### src/sv/gradient_color_ramp_unit_assert.svh
// assertion macros shared by the ramp unit
`ifndef GRADIENT_COLOR_RAMP_UNIT_ASSERT_SVH
`define GRADIENT_COLOR_RAMP_UNIT_ASSERT_SVH

// condition on the same edge
`define GCR_ASSERT_NOW(label, pre, post) \
	label: assert property (@(posedge clk) disable iff (!arst_n) (pre) |-> (post)) \
		else $error("ramp unit check failed");

// condition on the following edge
`define GCR_ASSERT_NEXT(label, pre, post) \
	label: assert property (@(posedge clk) disable iff (!arst_n) (pre) |=> (post)) \
		else $error("ramp unit check failed");

`endif

### src/sv/gcr_pkg.sv
package gcr_pkg;
	parameter int MAX_STOPS = 16;
	parameter int IDX_W = $clog2(MAX_STOPS);
	parameter int CNT_W = $clog2(MAX_STOPS + 1);
	parameter int CH_W = 16;
	parameter int COL_W = 4 * CH_W;
	parameter int DIV_CNT_W = $clog2(CH_W + 1);

	localparam logic [1:0] OP_ADD   = 2'd0;
	localparam logic [1:0] OP_EVAL  = 2'd1;
	localparam logic [1:0] OP_BLANK = 2'd2;

	typedef struct packed {
		logic [1:0]       op;
		logic [CH_W-1:0]  pos;
		logic [COL_W-1:0] color;
	} gcr_item_t;

	typedef struct packed {
		logic              start;
		logic [2*CH_W-1:0] num;
		logic [CH_W-1:0]   den;
	} gcr_div_req_t;

	typedef struct packed {
		logic            done;
		logic [CH_W-1:0] quot;
	} gcr_div_rsp_t;
endpackage

### src/sv/gcr_front.sv
module gcr_front (
	input  logic                  clk,
	input  logic                  arst_n,
	input  logic                  in_valid,
	output logic                  in_ready,
	input  logic                  cmd,
	input  logic [15:0]           position,
	input  logic                  outside,
	input  logic [15:0]           red,
	input  logic [15:0]           green,
	input  logic [15:0]           blue,
	input  logic [15:0]           opacity,
	output gcr_pkg::gcr_item_t    head,
	output logic                  head_valid,
	input  logic                  pop
);
	gcr_pkg::gcr_item_t ent_q [2];
	logic               wr_ptr_q;
	logic               rd_ptr_q;
	logic [1:0]         cnt_q;
	logic               push;
	gcr_pkg::gcr_item_t item;

	// classify: outside evaluates never need the table
	always_comb begin
		if (!cmd) begin
			item.op = gcr_pkg::OP_ADD;
		end else if (outside) begin
			item.op = gcr_pkg::OP_BLANK;
		end else begin
			item.op = gcr_pkg::OP_EVAL;
		end
		item.pos = position;
		item.color = {opacity, blue, green, red};
	end

	assign in_ready = (cnt_q != 2'd2);
	assign push = in_valid && in_ready;
	assign head = ent_q[rd_ptr_q];
	assign head_valid = (cnt_q != 2'd0);

	always_ff @(posedge clk or negedge arst_n) begin
		if (!arst_n) begin
			wr_ptr_q <= 1'b0;
			rd_ptr_q <= 1'b0;
			cnt_q <= 2'd0;
		end else begin
			if (push) begin
				wr_ptr_q <= ~wr_ptr_q;
			end
			if (pop) begin
				rd_ptr_q <= ~rd_ptr_q;
			end
			if (push && !pop) begin
				cnt_q <= cnt_q + 2'd1;
			end else if (pop && !push) begin
				cnt_q <= cnt_q - 2'd1;
			end
		end
	end

	always_ff @(posedge clk) begin
		if (push) begin
			ent_q[wr_ptr_q] <= item;
		end
	end
endmodule

### src/sv/gcr_div.sv
module gcr_div (
	input  logic                  clk,
	input  logic                  arst_n,
	input  gcr_pkg::gcr_div_req_t req,
	output gcr_pkg::gcr_div_rsp_t rsp
);
	logic                           busy_q;
	logic                           done_q;
	logic [gcr_pkg::DIV_CNT_W-1:0]  cnt_q;
	logic [gcr_pkg::CH_W-1:0]       rem_q;
	logic [gcr_pkg::CH_W-1:0]       sh_q;
	logic [gcr_pkg::CH_W-1:0]       den_q;
	logic [gcr_pkg::CH_W:0]         trial;
	logic                           ge;

	// restoring division, one quotient bit per cycle; upper half of
	// the numerator is known to be below the divisor
	assign trial = {rem_q, sh_q[gcr_pkg::CH_W-1]};
	assign ge = (trial >= {1'b0, den_q});

	always_ff @(posedge clk or negedge arst_n) begin
		if (!arst_n) begin
			busy_q <= 1'b0;
			done_q <= 1'b0;
			cnt_q <= '0;
		end else begin
			done_q <= 1'b0;
			if (req.start) begin
				busy_q <= 1'b1;
				cnt_q <= gcr_pkg::DIV_CNT_W'(gcr_pkg::CH_W);
			end else if (busy_q) begin
				cnt_q <= cnt_q - 1'b1;
				if (cnt_q == gcr_pkg::DIV_CNT_W'(1)) begin
					busy_q <= 1'b0;
					done_q <= 1'b1;
				end
			end
		end
	end

	always_ff @(posedge clk) begin
		if (req.start) begin
			rem_q <= req.num[2*gcr_pkg::CH_W-1:gcr_pkg::CH_W];
			sh_q <= req.num[gcr_pkg::CH_W-1:0];
			den_q <= req.den;
		end else if (busy_q) begin
			rem_q <= ge ? gcr_pkg::CH_W'(trial - {1'b0, den_q})
			            : trial[gcr_pkg::CH_W-1:0];
			sh_q <= {sh_q[gcr_pkg::CH_W-2:0], ge};
		end
	end

	assign rsp.done = done_q;
	assign rsp.quot = sh_q;
endmodule

### src/sv/gcr_back.sv
module gcr_back (
	input  logic                  clk,
	input  logic                  arst_n,
	input  gcr_pkg::gcr_item_t    head,
	input  logic                  head_valid,
	output logic                  pop,
	output gcr_pkg::gcr_div_req_t div_req,
	input  gcr_pkg::gcr_div_rsp_t div_rsp,
	output logic                  out_valid,
	input  logic                  out_ready,
	output logic [15:0]           out_red,
	output logic [15:0]           out_green,
	output logic [15:0]           out_blue,
	output logic [15:0]           out_opacity,
	output logic                  stop_dropped
);
	localparam int MS = gcr_pkg::MAX_STOPS;
	localparam int IW = gcr_pkg::IDX_W;
	localparam int CW = gcr_pkg::CNT_W;
	localparam int HW = gcr_pkg::CH_W;
	localparam int KW = gcr_pkg::COL_W;

	localparam logic [2:0] ST_IDLE  = 3'd0;
	localparam logic [2:0] ST_FIRST = 3'd1;
	localparam logic [2:0] ST_LAST  = 3'd2;
	localparam logic [2:0] ST_SCAN  = 3'd3;
	localparam logic [2:0] ST_DIV   = 3'd4;
	localparam logic [2:0] ST_MUL   = 3'd5;
	localparam logic [2:0] ST_FIX   = 3'd6;

	logic [HW-1:0]   off_q [MS];
	logic [KW-1:0]   col_q [MS];
	logic [CW-1:0]   count_q;
	logic [2:0]      state_q;
	logic [IW-1:0]   idx_q;
	logic [1:0]      ch_q;
	logic [HW-1:0]   pos_q;
	logic [HW-1:0]   lo_off_q;
	logic [KW-1:0]   lo_col_q;
	logic [KW-1:0]   hi_col_q;
	logic [HW-1:0]   lt_q;
	logic [2*HW-1:0] prod_q;
	logic            neg_q;
	logic [HW-1:0]   base_q;
	logic [HW-1:0]   res_q [3];
	logic            out_valid_q;
	logic [KW-1:0]   out_col_q;
	logic            out_drop_q;

	logic            out_free;
	logic [HW-1:0]   rd_off;
	logic [KW-1:0]   rd_col;
	logic            pos_le_rd;
	logic            pos_ge_rd;
	logic            full;
	logic            do_insert;
	logic [MS-1:0]   greater;
	logic [MS-1:0]   take_prev;
	logic [MS-1:0]   take_new;
	logic            load_out;
	logic [KW-1:0]   out_col_d;
	logic            out_drop_d;
	logic [HW-1:0]   ch_a;
	logic [HW-1:0]   ch_b;
	logic [HW-1:0]   mag;
	logic [HW-1:0]   q0;
	logic [HW:0]     rsum;
	logic [HW-1:0]   quo;
	logic [HW-1:0]   chan_v;
	logic [HW-1:0]   diff;

	assign out_free = !out_valid_q || out_ready;
	assign pop = (state_q == ST_IDLE) && head_valid && out_free;
	assign rd_off = off_q[idx_q];
	assign rd_col = col_q[idx_q];
	assign pos_le_rd = (pos_q <= rd_off);
	assign pos_ge_rd = (pos_q >= rd_off);
	assign full = (count_q == CW'(MS));
	assign do_insert = pop && (head.op == gcr_pkg::OP_ADD) && !full;

	// insertion slot: entries above the new offset move up one place
	always_comb begin
		for (int i = 0; i < MS; i++) begin
			greater[i] = (CW'(i) < count_q) && (off_q[i] > head.pos);
		end
		take_prev[0] = 1'b0;
		for (int i = 1; i < MS; i++) begin
			take_prev[i] = greater[i-1];
		end
		for (int i = 0; i < MS; i++) begin
			take_new[i] = !take_prev[i] && (greater[i] || (CW'(i) == count_q));
		end
	end

	// channel arithmetic, one channel at a time
	assign ch_a = lo_col_q[ch_q*HW +: HW];
	assign ch_b = hi_col_q[ch_q*HW +: HW];
	assign mag = (ch_b < ch_a) ? (ch_a - ch_b) : (ch_b - ch_a);
	// divide by 65535: high half plus a single correction
	assign q0 = prod_q[2*HW-1:HW];
	assign rsum = {1'b0, prod_q[HW-1:0]} + {1'b0, q0};
	assign quo = q0 + HW'(rsum >= {1'b0, {HW{1'b1}}});
	assign chan_v = neg_q ? (base_q - quo) : (base_q + quo);
	assign diff = pos_q - lo_off_q;

	always_comb begin
		div_req.start = (state_q == ST_SCAN) && pos_le_rd;
		div_req.num = {diff, {HW{1'b0}}} - {{HW{1'b0}}, diff};
		div_req.den = rd_off - lo_off_q;
	end

	always_comb begin
		load_out = 1'b0;
		out_col_d = '0;
		out_drop_d = 1'b0;
		unique case (state_q)
			ST_IDLE: begin
				if (pop) begin
					if (head.op == gcr_pkg::OP_ADD) begin
						load_out = 1'b1;
						out_drop_d = full;
					end else if (head.op != gcr_pkg::OP_EVAL || count_q == '0) begin
						load_out = 1'b1;
					end
				end
			end
			ST_FIRST: begin
				load_out = pos_le_rd;
				out_col_d = rd_col;
			end
			ST_LAST: begin
				load_out = pos_ge_rd;
				out_col_d = rd_col;
			end
			ST_FIX: begin
				load_out = (ch_q == 2'd3);
				out_col_d = {chan_v, res_q[2], res_q[1], res_q[0]};
			end
			ST_SCAN, ST_DIV, ST_MUL: begin
				load_out = 1'b0;
			end
			default: begin
				load_out = 1'b0;
			end
		endcase
	end

	always_ff @(posedge clk or negedge arst_n) begin
		if (!arst_n) begin
			state_q <= ST_IDLE;
			idx_q <= '0;
			ch_q <= '0;
			count_q <= '0;
			out_valid_q <= 1'b0;
		end else begin
			if (load_out) begin
				out_valid_q <= 1'b1;
			end else if (out_ready) begin
				out_valid_q <= 1'b0;
			end
			if (do_insert) begin
				count_q <= count_q + 1'b1;
			end
			unique case (state_q)
				ST_IDLE: begin
					if (pop && head.op == gcr_pkg::OP_EVAL && count_q != '0) begin
						state_q <= ST_FIRST;
						idx_q <= '0;
					end
				end
				ST_FIRST: begin
					if (pos_le_rd) begin
						state_q <= ST_IDLE;
					end else begin
						state_q <= ST_LAST;
						idx_q <= IW'(count_q - 1'b1);
					end
				end
				ST_LAST: begin
					if (pos_ge_rd) begin
						state_q <= ST_IDLE;
					end else begin
						state_q <= ST_SCAN;
						idx_q <= IW'(1);
					end
				end
				ST_SCAN: begin
					if (pos_le_rd) begin
						state_q <= ST_DIV;
					end else begin
						idx_q <= idx_q + 1'b1;
					end
				end
				ST_DIV: begin
					if (div_rsp.done) begin
						state_q <= ST_MUL;
						ch_q <= '0;
					end
				end
				ST_MUL: begin
					state_q <= ST_FIX;
				end
				ST_FIX: begin
					if (ch_q == 2'd3) begin
						state_q <= ST_IDLE;
					end else begin
						state_q <= ST_MUL;
						ch_q <= ch_q + 2'd1;
					end
				end
				default: begin
					state_q <= ST_IDLE;
				end
			endcase
		end
	end

	always_ff @(posedge clk) begin
		if (pop) begin
			pos_q <= head.pos;
		end
		if ((state_q == ST_FIRST) || (state_q == ST_SCAN && !pos_le_rd)) begin
			lo_off_q <= rd_off;
			lo_col_q <= rd_col;
		end
		if (state_q == ST_SCAN && pos_le_rd) begin
			hi_col_q <= rd_col;
		end
		if (state_q == ST_DIV && div_rsp.done) begin
			lt_q <= div_rsp.quot;
		end
		if (state_q == ST_MUL) begin
			prod_q <= (2*HW)'(mag) * (2*HW)'(lt_q);
			neg_q <= (ch_b < ch_a);
			base_q <= ch_a;
		end
		if (state_q == ST_FIX && ch_q != 2'd3) begin
			res_q[ch_q] <= chan_v;
		end
		if (load_out) begin
			out_col_q <= out_col_d;
			out_drop_q <= out_drop_d;
		end
		if (do_insert) begin
			for (int i = 0; i < MS; i++) begin
				if (take_prev[i]) begin
					off_q[i] <= off_q[i-1];
					col_q[i] <= col_q[i-1];
				end else if (take_new[i]) begin
					off_q[i] <= head.pos;
					col_q[i] <= head.color;
				end
			end
		end
	end

	assign out_valid = out_valid_q;
	assign out_red = out_col_q[HW-1:0];
	assign out_green = out_col_q[2*HW-1:HW];
	assign out_blue = out_col_q[3*HW-1:2*HW];
	assign out_opacity = out_col_q[4*HW-1:3*HW];
	assign stop_dropped = out_drop_q;
endmodule

### src/sv/gradient_color_ramp_unit.sv
// Gradient color ramp: keeps up to 16 color stops sorted by offset and
// answers color lookups, one result per item, in order. Items pass a
// two-entry queue into the execution sequencer. An add, an outside or an
// empty-table evaluate is answered from the idle state. An evaluate at or
// below the first stop's offset, or at or above the last stop's, clamps to
// that stop; one that falls between stops goes through the table scan
// (one entry per cycle, k (0..n-2) stops stepped over), the bit-serial
// divider forming the blend weight, and the single multiplier shared by
// the four channels. The sequencer takes the next item only once the
// output register is empty or its result is taken in that same cycle; while
// a result waits, the queue keeps accepting until both entries are filled.
module gradient_color_ramp_unit (
	input  logic        clk,
	input  logic        arst_n,
	input  logic        in_valid,
	output logic        in_ready,
	input  logic        cmd,
	input  logic [15:0] position,
	input  logic        outside,
	input  logic [15:0] red,
	input  logic [15:0] green,
	input  logic [15:0] blue,
	input  logic [15:0] opacity,
	output logic        out_valid,
	input  logic        out_ready,
	output logic [15:0] out_red,
	output logic [15:0] out_green,
	output logic [15:0] out_blue,
	output logic [15:0] out_opacity,
	output logic        stop_dropped
);
	gcr_pkg::gcr_item_t    head;
	logic                  head_valid;
	logic                  pop;
	gcr_pkg::gcr_div_req_t div_req;
	gcr_pkg::gcr_div_rsp_t div_rsp;

	gcr_front u_front (
		.clk        (clk),
		.arst_n     (arst_n),
		.in_valid   (in_valid),
		.in_ready   (in_ready),
		.cmd        (cmd),
		.position   (position),
		.outside    (outside),
		.red        (red),
		.green      (green),
		.blue       (blue),
		.opacity    (opacity),
		.head       (head),
		.head_valid (head_valid),
		.pop        (pop)
	);

	gcr_div u_div (
		.clk    (clk),
		.arst_n (arst_n),
		.req    (div_req),
		.rsp    (div_rsp)
	);

	gcr_back u_back (
		.clk          (clk),
		.arst_n       (arst_n),
		.head         (head),
		.head_valid   (head_valid),
		.pop          (pop),
		.div_req      (div_req),
		.div_rsp      (div_rsp),
		.out_valid    (out_valid),
		.out_ready    (out_ready),
		.out_red      (out_red),
		.out_green    (out_green),
		.out_blue     (out_blue),
		.out_opacity  (out_opacity),
		.stop_dropped (stop_dropped)
	);

`include "gradient_color_ramp_unit_assert.svh"

	// a dropped stop carries no color
	`GCR_ASSERT_NOW(a_drop_no_color, out_valid && stop_dropped, out_red == 16'd0 && out_green == 16'd0 && out_blue == 16'd0 && out_opacity == 16'd0)
	// the sequencer only takes from a filled queue
	`GCR_ASSERT_NOW(a_pop_needs_item, pop, head_valid)
	// divider does not report done in the cycle after a start
	`GCR_ASSERT_NEXT(a_div_not_instant, div_req.start, !div_rsp.done)
endmodule
### config.mk
export PLATFORM = sky130hd
export DESIGN_NAME = gradient_color_ramp_unit
export DESIGN_NICKNAME = d
export VERILOG_FILES = /design/src/sv/gcr_pkg.sv /design/src/sv/gcr_front.sv /design/src/sv/gcr_div.sv /design/src/sv/gcr_back.sv /design/src/sv/gradient_color_ramp_unit.sv
export VERILOG_INCLUDE_DIRS = /design/src /design/src/sv
export SDC_FILE = /design/constraint.sdc
export NUM_CORES = 2
export LEC_CHECK = 0
export BUFFER_PORTS_ARGS = -buffer_cell sky130_fd_sc_hd__buf_2
export CAP_MARGIN = 20
export CORE_ASPECT_RATIO = 0.7
export CORE_MARGIN = 2
export CORE_UTILIZATION = 50
export DETAILED_ROUTE_END_ITERATION = 8
export PLACE_DENSITY_LB_ADDON = 0.25
export SLEW_MARGIN = 20
export SYNTH_ARGS = -nofsm -noshare
export SYNTH_HDL_FRONTEND = slang
export SYNTH_HIERARCHICAL = 1
export SYNTH_SLANG_ARGS = --single-unit
export TNS_END_PERCENT = 100
### constraint.sdc
create_clock -name clk -period 17.6 [get_ports clk]
set_input_delay 3.52 -clock clk [delete_from_list [all_inputs] [get_ports clk]]
set_output_delay 3.52 -clock clk [all_outputs]
set_load 0.01 [all_outputs]
---- Word level (Yosys, flattened, before mapping) ----
Memory sizes are Yosys's and may differ from the RTL's.
Cells that the tools add are included.
cells by class
  muxes and demuxes ....................... 183
  multiply operators ...................... 1
  $add $sub $neg .......................... 17
  eq/ne operators ......................... 35
  order comparisons ....................... 37
  bitwise gates (word level) .............. 32
  shift operators ......................... 2
  reductions and logical operators ........ 98
operator list
  operator              number
  $mux 64               15
  $mux 16               22
  $gt 16x16->1          16
  $pmux 64 s2           1
  $shiftx 64x7->16      2
  $mux 1                123
  $sub 16x16->16        6
  $logic_and 1x1->1     44
  $eq 4x5->1 const A    8
  $lt 4x5->1 const A    8
  $mul 16x16->32        1
  $sub 32x16->32        1
  $or 1x1->1            30
  $pmux 3 s7            1
  $eq 3x5->1 const A    4
  $logic_not 1->1       20
  $lt 3x5->1 const A    4
  $logic_or 1x1->1      19
  $add 16x16->17        1
  $ge 17x16->1          1
  $ge 17x16->1 const B  1
  $add 16x1->16         1
  $add 16x16->16        1
  $ge 16x16->1          1
  38 further kinds      74
storage, ports and cells
  register bits after elaboration ......... 364
  bits in writable memories ............... 1492
  word-level logic and storage cells ...... 433
  input bits .............................. 86
  output and inout bits ................... 67
  memories kept ........................... 4
memories
  memory         depth  bits a word  rd ports  clocked after memory_dff  write ports  RTL line         source
  u_back.col_q   16     64           16        0                         16           gcr_back.sv:32   logic [KW-1:0] col_q [MS];
  u_back.off_q   16     16           17        0                         16           gcr_back.sv:31   logic [HW-1:0] off_q [MS];
  u_front.ent_q  2      82           1         0                         1            gcr_front.sv:17  gcr_pkg::gcr_item_t ent_q [2];
  u_back.res_q   3      16           3         0                         1            gcr_back.sv:45   logic [HW-1:0] res_q [3];

---- Depth between registers and ports, before layout ----
An unclocked memory read counts as a cell.
  word-level depth ........................ 10
  mapped depth ............................ 40
  gate-level depth less buffers ........... 36

---- Hierarchy ----
The synthesis kept the hierarchy.
modules (own cells, without submodules)
  module     instances  area an instance (um^2)  sequential area each (um^2)  cells each
  gcr_back   1          95766.8                  48962.0                      6388
  gcr_front  1          6473.7                   5024.8                       275
  gcr_div    1          3173.0                   1616.6                       271

---- Least setup slack after synthesis ----
No wires, ideal clock.
  path kind ............................... register to register
  start ................................... reg u_back.ch_q[0]
  end ..................................... reg u_back.prod_q[31] (data pin)
  path slack .............................. 8.018 ns
  arrival time ............................ 9.324 ns
  buffers on the path ..................... 6
  stages on the path, launching flop included .. 36
  setup time .............................. 0.259 ns
  cell sequence ........................... dfrtp_1 clkbuf_1 buf_1 mux4_2 fa_1 a21o_1 a21o_1 a32oi_1 nand4b_1 a41o_1 buf_6 buf_6 mux2i_1 xnor2_1 clkbuf_1 nand2_1 fa_1 fa_1 fa_1 inv_1 ha_1 fa_1 inv_1 fa_1 inv_1 ha_1 buf_2 a2111oi_2 o21ai_1 nand4_1 a32oi_1 a2111oi_2 nor3_1 o41ai_2 mux2i_1 nor2_1
between the ends
  longest elaborated chain between the ends .. 4
  elaborated cells between the ends (all ways) .. 7
  classes of those cells .................. 2 x add/sub; 1 x mul; 1 x order compare; 2 x shift; 1 x mux
ends and longest elaborated chain
  element                                                RTL line                        source
  start, declared                                        gcr_back.sv:36                  logic [1:0] ch_q;
  start signal, assigned                                 gcr_back.sv:208                 ch_q <= ch_q + 2'd1;
  $shiftx 64x7->16, on equally long branches             gcr_back.sv:97, gcr_back.sv:96
  $sub 16x16->16 / $lt 16x16->1 (equally long branches)  gcr_back.sv:98                  assign mag = (ch_b < ch_a) ? (ch_a - ch_b) : (ch_b - ch_a);
  $mux 16 *                                              gcr_back.sv:98
  $mul 16x16->32 *                                       gcr_back.sv:233                 prod_q <= (2*HW)'(mag) * (2*HW)'(lt_q);
  end signal, assigned                                   gcr_back.sv:233
  end, declared                                          gcr_back.sv:42                  logic [2*HW-1:0] prod_q;
Every way passes the cells marked *; elsewhere a longest branch is shown, timed or not.
A chain may end at the register's enable or synchronous reset.

---- Worst setup path in the final report ----
Same ends and word-level chain as after synthesis.

==> results.tsv <==
metric	value	unit
status	complete, no violations	
seq_area_frac_synth	52.7	%
grt_overflow	0	
synth_edf_count	1830	
place_congestion	0.963	
holdCritStartpoint	u_div/sh_q[9]	
post-route-min-period	10.53	ns
hp-class	flip-flop to flip-flop	
tritoncts	done	
crit_path_end_kind	flip-flop	
fin_nets	7786	
holdPathEnd	u_back/lt_q[9]	
initial_core_util	50.5	%
drc	0	
drv_slew	0	
io_buffers	152	
setup_viol	0	
synth.distinct_cells	104	
fillers	16593	
rr_startpoint	u_back/ch_q[0]	
via_count	65028	
place_hpwl	205000	um
ys_seq_elements	1856	
die-area	215000	um^2
grt_start_max_net_pins	102	
dp_cells	9579	
cts_resized	0	
drive_gt1_share	32.1	%
die_y	388	um
postRouteAntennaNets	0	
final_cell_mix	edfxtp_1, mux2_2, ha_1	
synthCells	6934	
fmax	0.0950	GHz
register_area	55600	um^2
rsz0062_at_grt	no	
final_hold_viol_count	0	
clock_latency	0.87	ns
wl_per_cell	32.4	um
clk_pin_slew	0.07	ns
timing.rr.end	u_back/prod_q[31]	
whs_path_depth	0	
cts.htree.levels	4	
layout.cells.non_filler	9925	
core	209000	um^2
clock-skew-final	0.0796	ns
die_width	553	um
r2r_cells	34	
grt_pass1_wl	462000	um
rrSetupSlack	7.07	ns
worstSetupPathType	flip-flop to flip-flop	
slowest_stage	xnor2_2	
area_growth	9.12	%
finalSetupTns	0	ns
root_buffer	clkbuf_16	
cap_violations	0	
synth.cell_area	105000	um^2
synth_flop_cell	edfxtp_1	
avgSynthCellArea	15.2	um^2
via_per_inst	6.55	
period_share	59.8	%
pin_count	153	
async_flop_share	1.40	%
grt_usage	29.6	%
critPathLaunchType	flip-flop	
post-route-util	55.1	%
cts_buffer_depth	4	
cts_buffers	186	
crit_arrival	11.11	ns
postCtsSetupRepairBufs	0	
crit_path_frequent_cell	fa_1	
ctsHoldBuffers	0	
cts.sinks	1856	
grt_pass1_vias	64260	
drt-pass1-iter-count	6	
core.rowCount	140	
multi_input_area	46700	um^2
drtIter0Drc	8124	
final_common_cell	edfxtp_1	
cp_max_fo	35	
worstMarginPinSlew	1.18	ns
max_stage_delay	0.73	ns
wirelength	321000	um
antenna_found_initial	22	
yosysWarnings	6	
worstPathRequired	18.18	ns
max_slew_margin	20.4	%
syn_nets	7722	
worst max-delay path, delay by kind of cell, from the launching register on:
family          cells  cell delay, ns
simple gates        4            0.56
flops               1            0.34
compound gates     12            3.14
mux                 2            0.84
xor+xnor            1            0.73
fa+ha+maj           9            3.89
buf+inv             6            0.78
registers in the layout (all words and copies together) (netlist names), 16 cells and up:
register and cells:
u_back/col_q 1024, u_back/off_q 256, u_front/ent_q 164, u_back/hi_col_q 64, u_back/lo_col_q 64, u_back/out_col_q 64, u_back/res_q 48, u_back/prod_q 32
u_back/base_q 16, u_back/lo_off_q 16, u_back/lt_q 16, u_back/pos_q 16, u_div/den_q 16, u_div/rem_q 16, u_div/sh_q 16
cell families (layout without fill, tap and decap cells):
kind of cell	count (synthesis)	after routing	synth area share, %
AOI/OAI and AO/OA	750	750	4.89
buffers and inverters	806	1016	3.28
other	0	12	0
muxes	1751	1751	23.6
and+or+nand+nor	907	907	4.38
DFF	1856	1856	52.7
xor gates and xnor gates	161	161	1.38
adders and majority gates	703	703	9.77
routing by layer:
| layer | vias up | wire (um) | part of all wire, % | GRT usage (%) |
|---|---|---|---|---|
| met5 | - | 104 | 0.032 | 0 |
| met4 | 12 | 8280 | 2.6 | 7.32 |
| met3 | 465 | 40500 | 13 | 9.34 |
| met2 | 3647 | 138000 | 43 | 42.7 |
| met1 | 33946 | 135000 | 42 | 43.3 |
| li1 | 26958 | - | - | - |
Yosys cell counts, types with 8 or more instances:
master | n | area share, %
buf_2 | 116 | 0.55
a2111oi_0 | 10 | 0.083
o21bai_1 | 15 | 0.11
a221o_1 | 10 | 0.095
mux2_2 | 1162 | 12
mux2i_1 | 13 | 0.12
fa_1 | 201 | 3.8
mux2_4 | 70 | 1.0
a211oi_1 | 22 | 0.16
o31ai_1 | 12 | 0.085
a31oi_1 | 31 | 0.18
and3_1 | 15 | 0.089
a21oi_1 | 178 | 0.85
xor2_1 | 60 | 0.50
nor2_1 | 158 | 0.56
nor4_1 | 13 | 0.077
nor2b_1 | 56 | 0.33
nor3b_1 | 13 | 0.093
nor3_1 | 47 | 0.22
mux2_1 | 74 | 0.79
or3_1 | 26 | 0.15
a22o_1 | 62 | 0.52
xnor2_1 | 97 | 0.81
a21o_1 | 111 | 0.79
mux4_2 | 432 | 9.2
nand2b_1 | 24 | 0.14
and2_1 | 116 | 0.69
nand2_1 | 274 | 0.98
buf_1 | 33 | 0.12
clkbuf_1 | 222 | 0.79
dfrtp_1 | 26 | 0.62
nand3_1 | 49 | 0.23
o21ai_0 | 127 | 0.60
o21ai_1 | 8 | 0.038
ha_1 | 501 | 5.9
nand4_1 | 73 | 0.43
o211ai_1 | 14 | 0.10
buf_6 | 21 | 0.22
o21a_1 | 58 | 0.41
edfxtp_1 | 1830 | 52
o22ai_1 | 10 | 0.059
inv_1 | 399 | 1.4
how the worst max path moves through the flow:
| stage | startpoint | end | slack (ns) | depth (start not counted) |
|---|---|---|---|---|
| after floorplan | u_back/ch_q[0] | u_back/prod_q[31] | 8.02 | 35 |
| after global placement | u_back/ch_q[0] | u_back/prod_q[31] | 7.11 | 34 |
| after detailed placement | u_back/ch_q[0] | u_back/prod_q[31] | 6.97 | 34 |
| after CTS | u_back/ch_q[0] | u_back/prod_q[31] | 6.98 | 34 |
| after global routing | u_back/ch_q[0] | u_back/prod_q[31] | 6.35 | 34 |
| final | u_back/ch_q[0] | u_back/prod_q[31] | 7.07 | 34 |
through the flow:
| step | setup WS, ns | area [um^2] | hold slack (ns) |
|---|---|---|---|
| global placement | 7.11 | 109000 | 0.439 |
| floorplan | 8.02 | 105000 | 0.422 |
| detailed placement | 6.97 | 109000 | 0.430 |
| CTS | 6.98 | 115000 | 0.445 |
| finish | 7.07 | 115000 | 0.444 |
| global route | 6.35 | 115000 | 0.473 |
final cells by class:
type	instances	area share, %
Multi-Input combinational cell	4272	40.6
Tap cell	2769	3.01
Clock inverter	121	0.971
Timing Repair Buffer	279	1.56
Clock buffer	213	4.15
Inverter	403	1.32
Antenna cell	12	0.0261
Sequential cell	1856	48.4
Power is not shown: default switching activity piles up to over one toggle a cycle in this logic, so the estimate is an artifact.
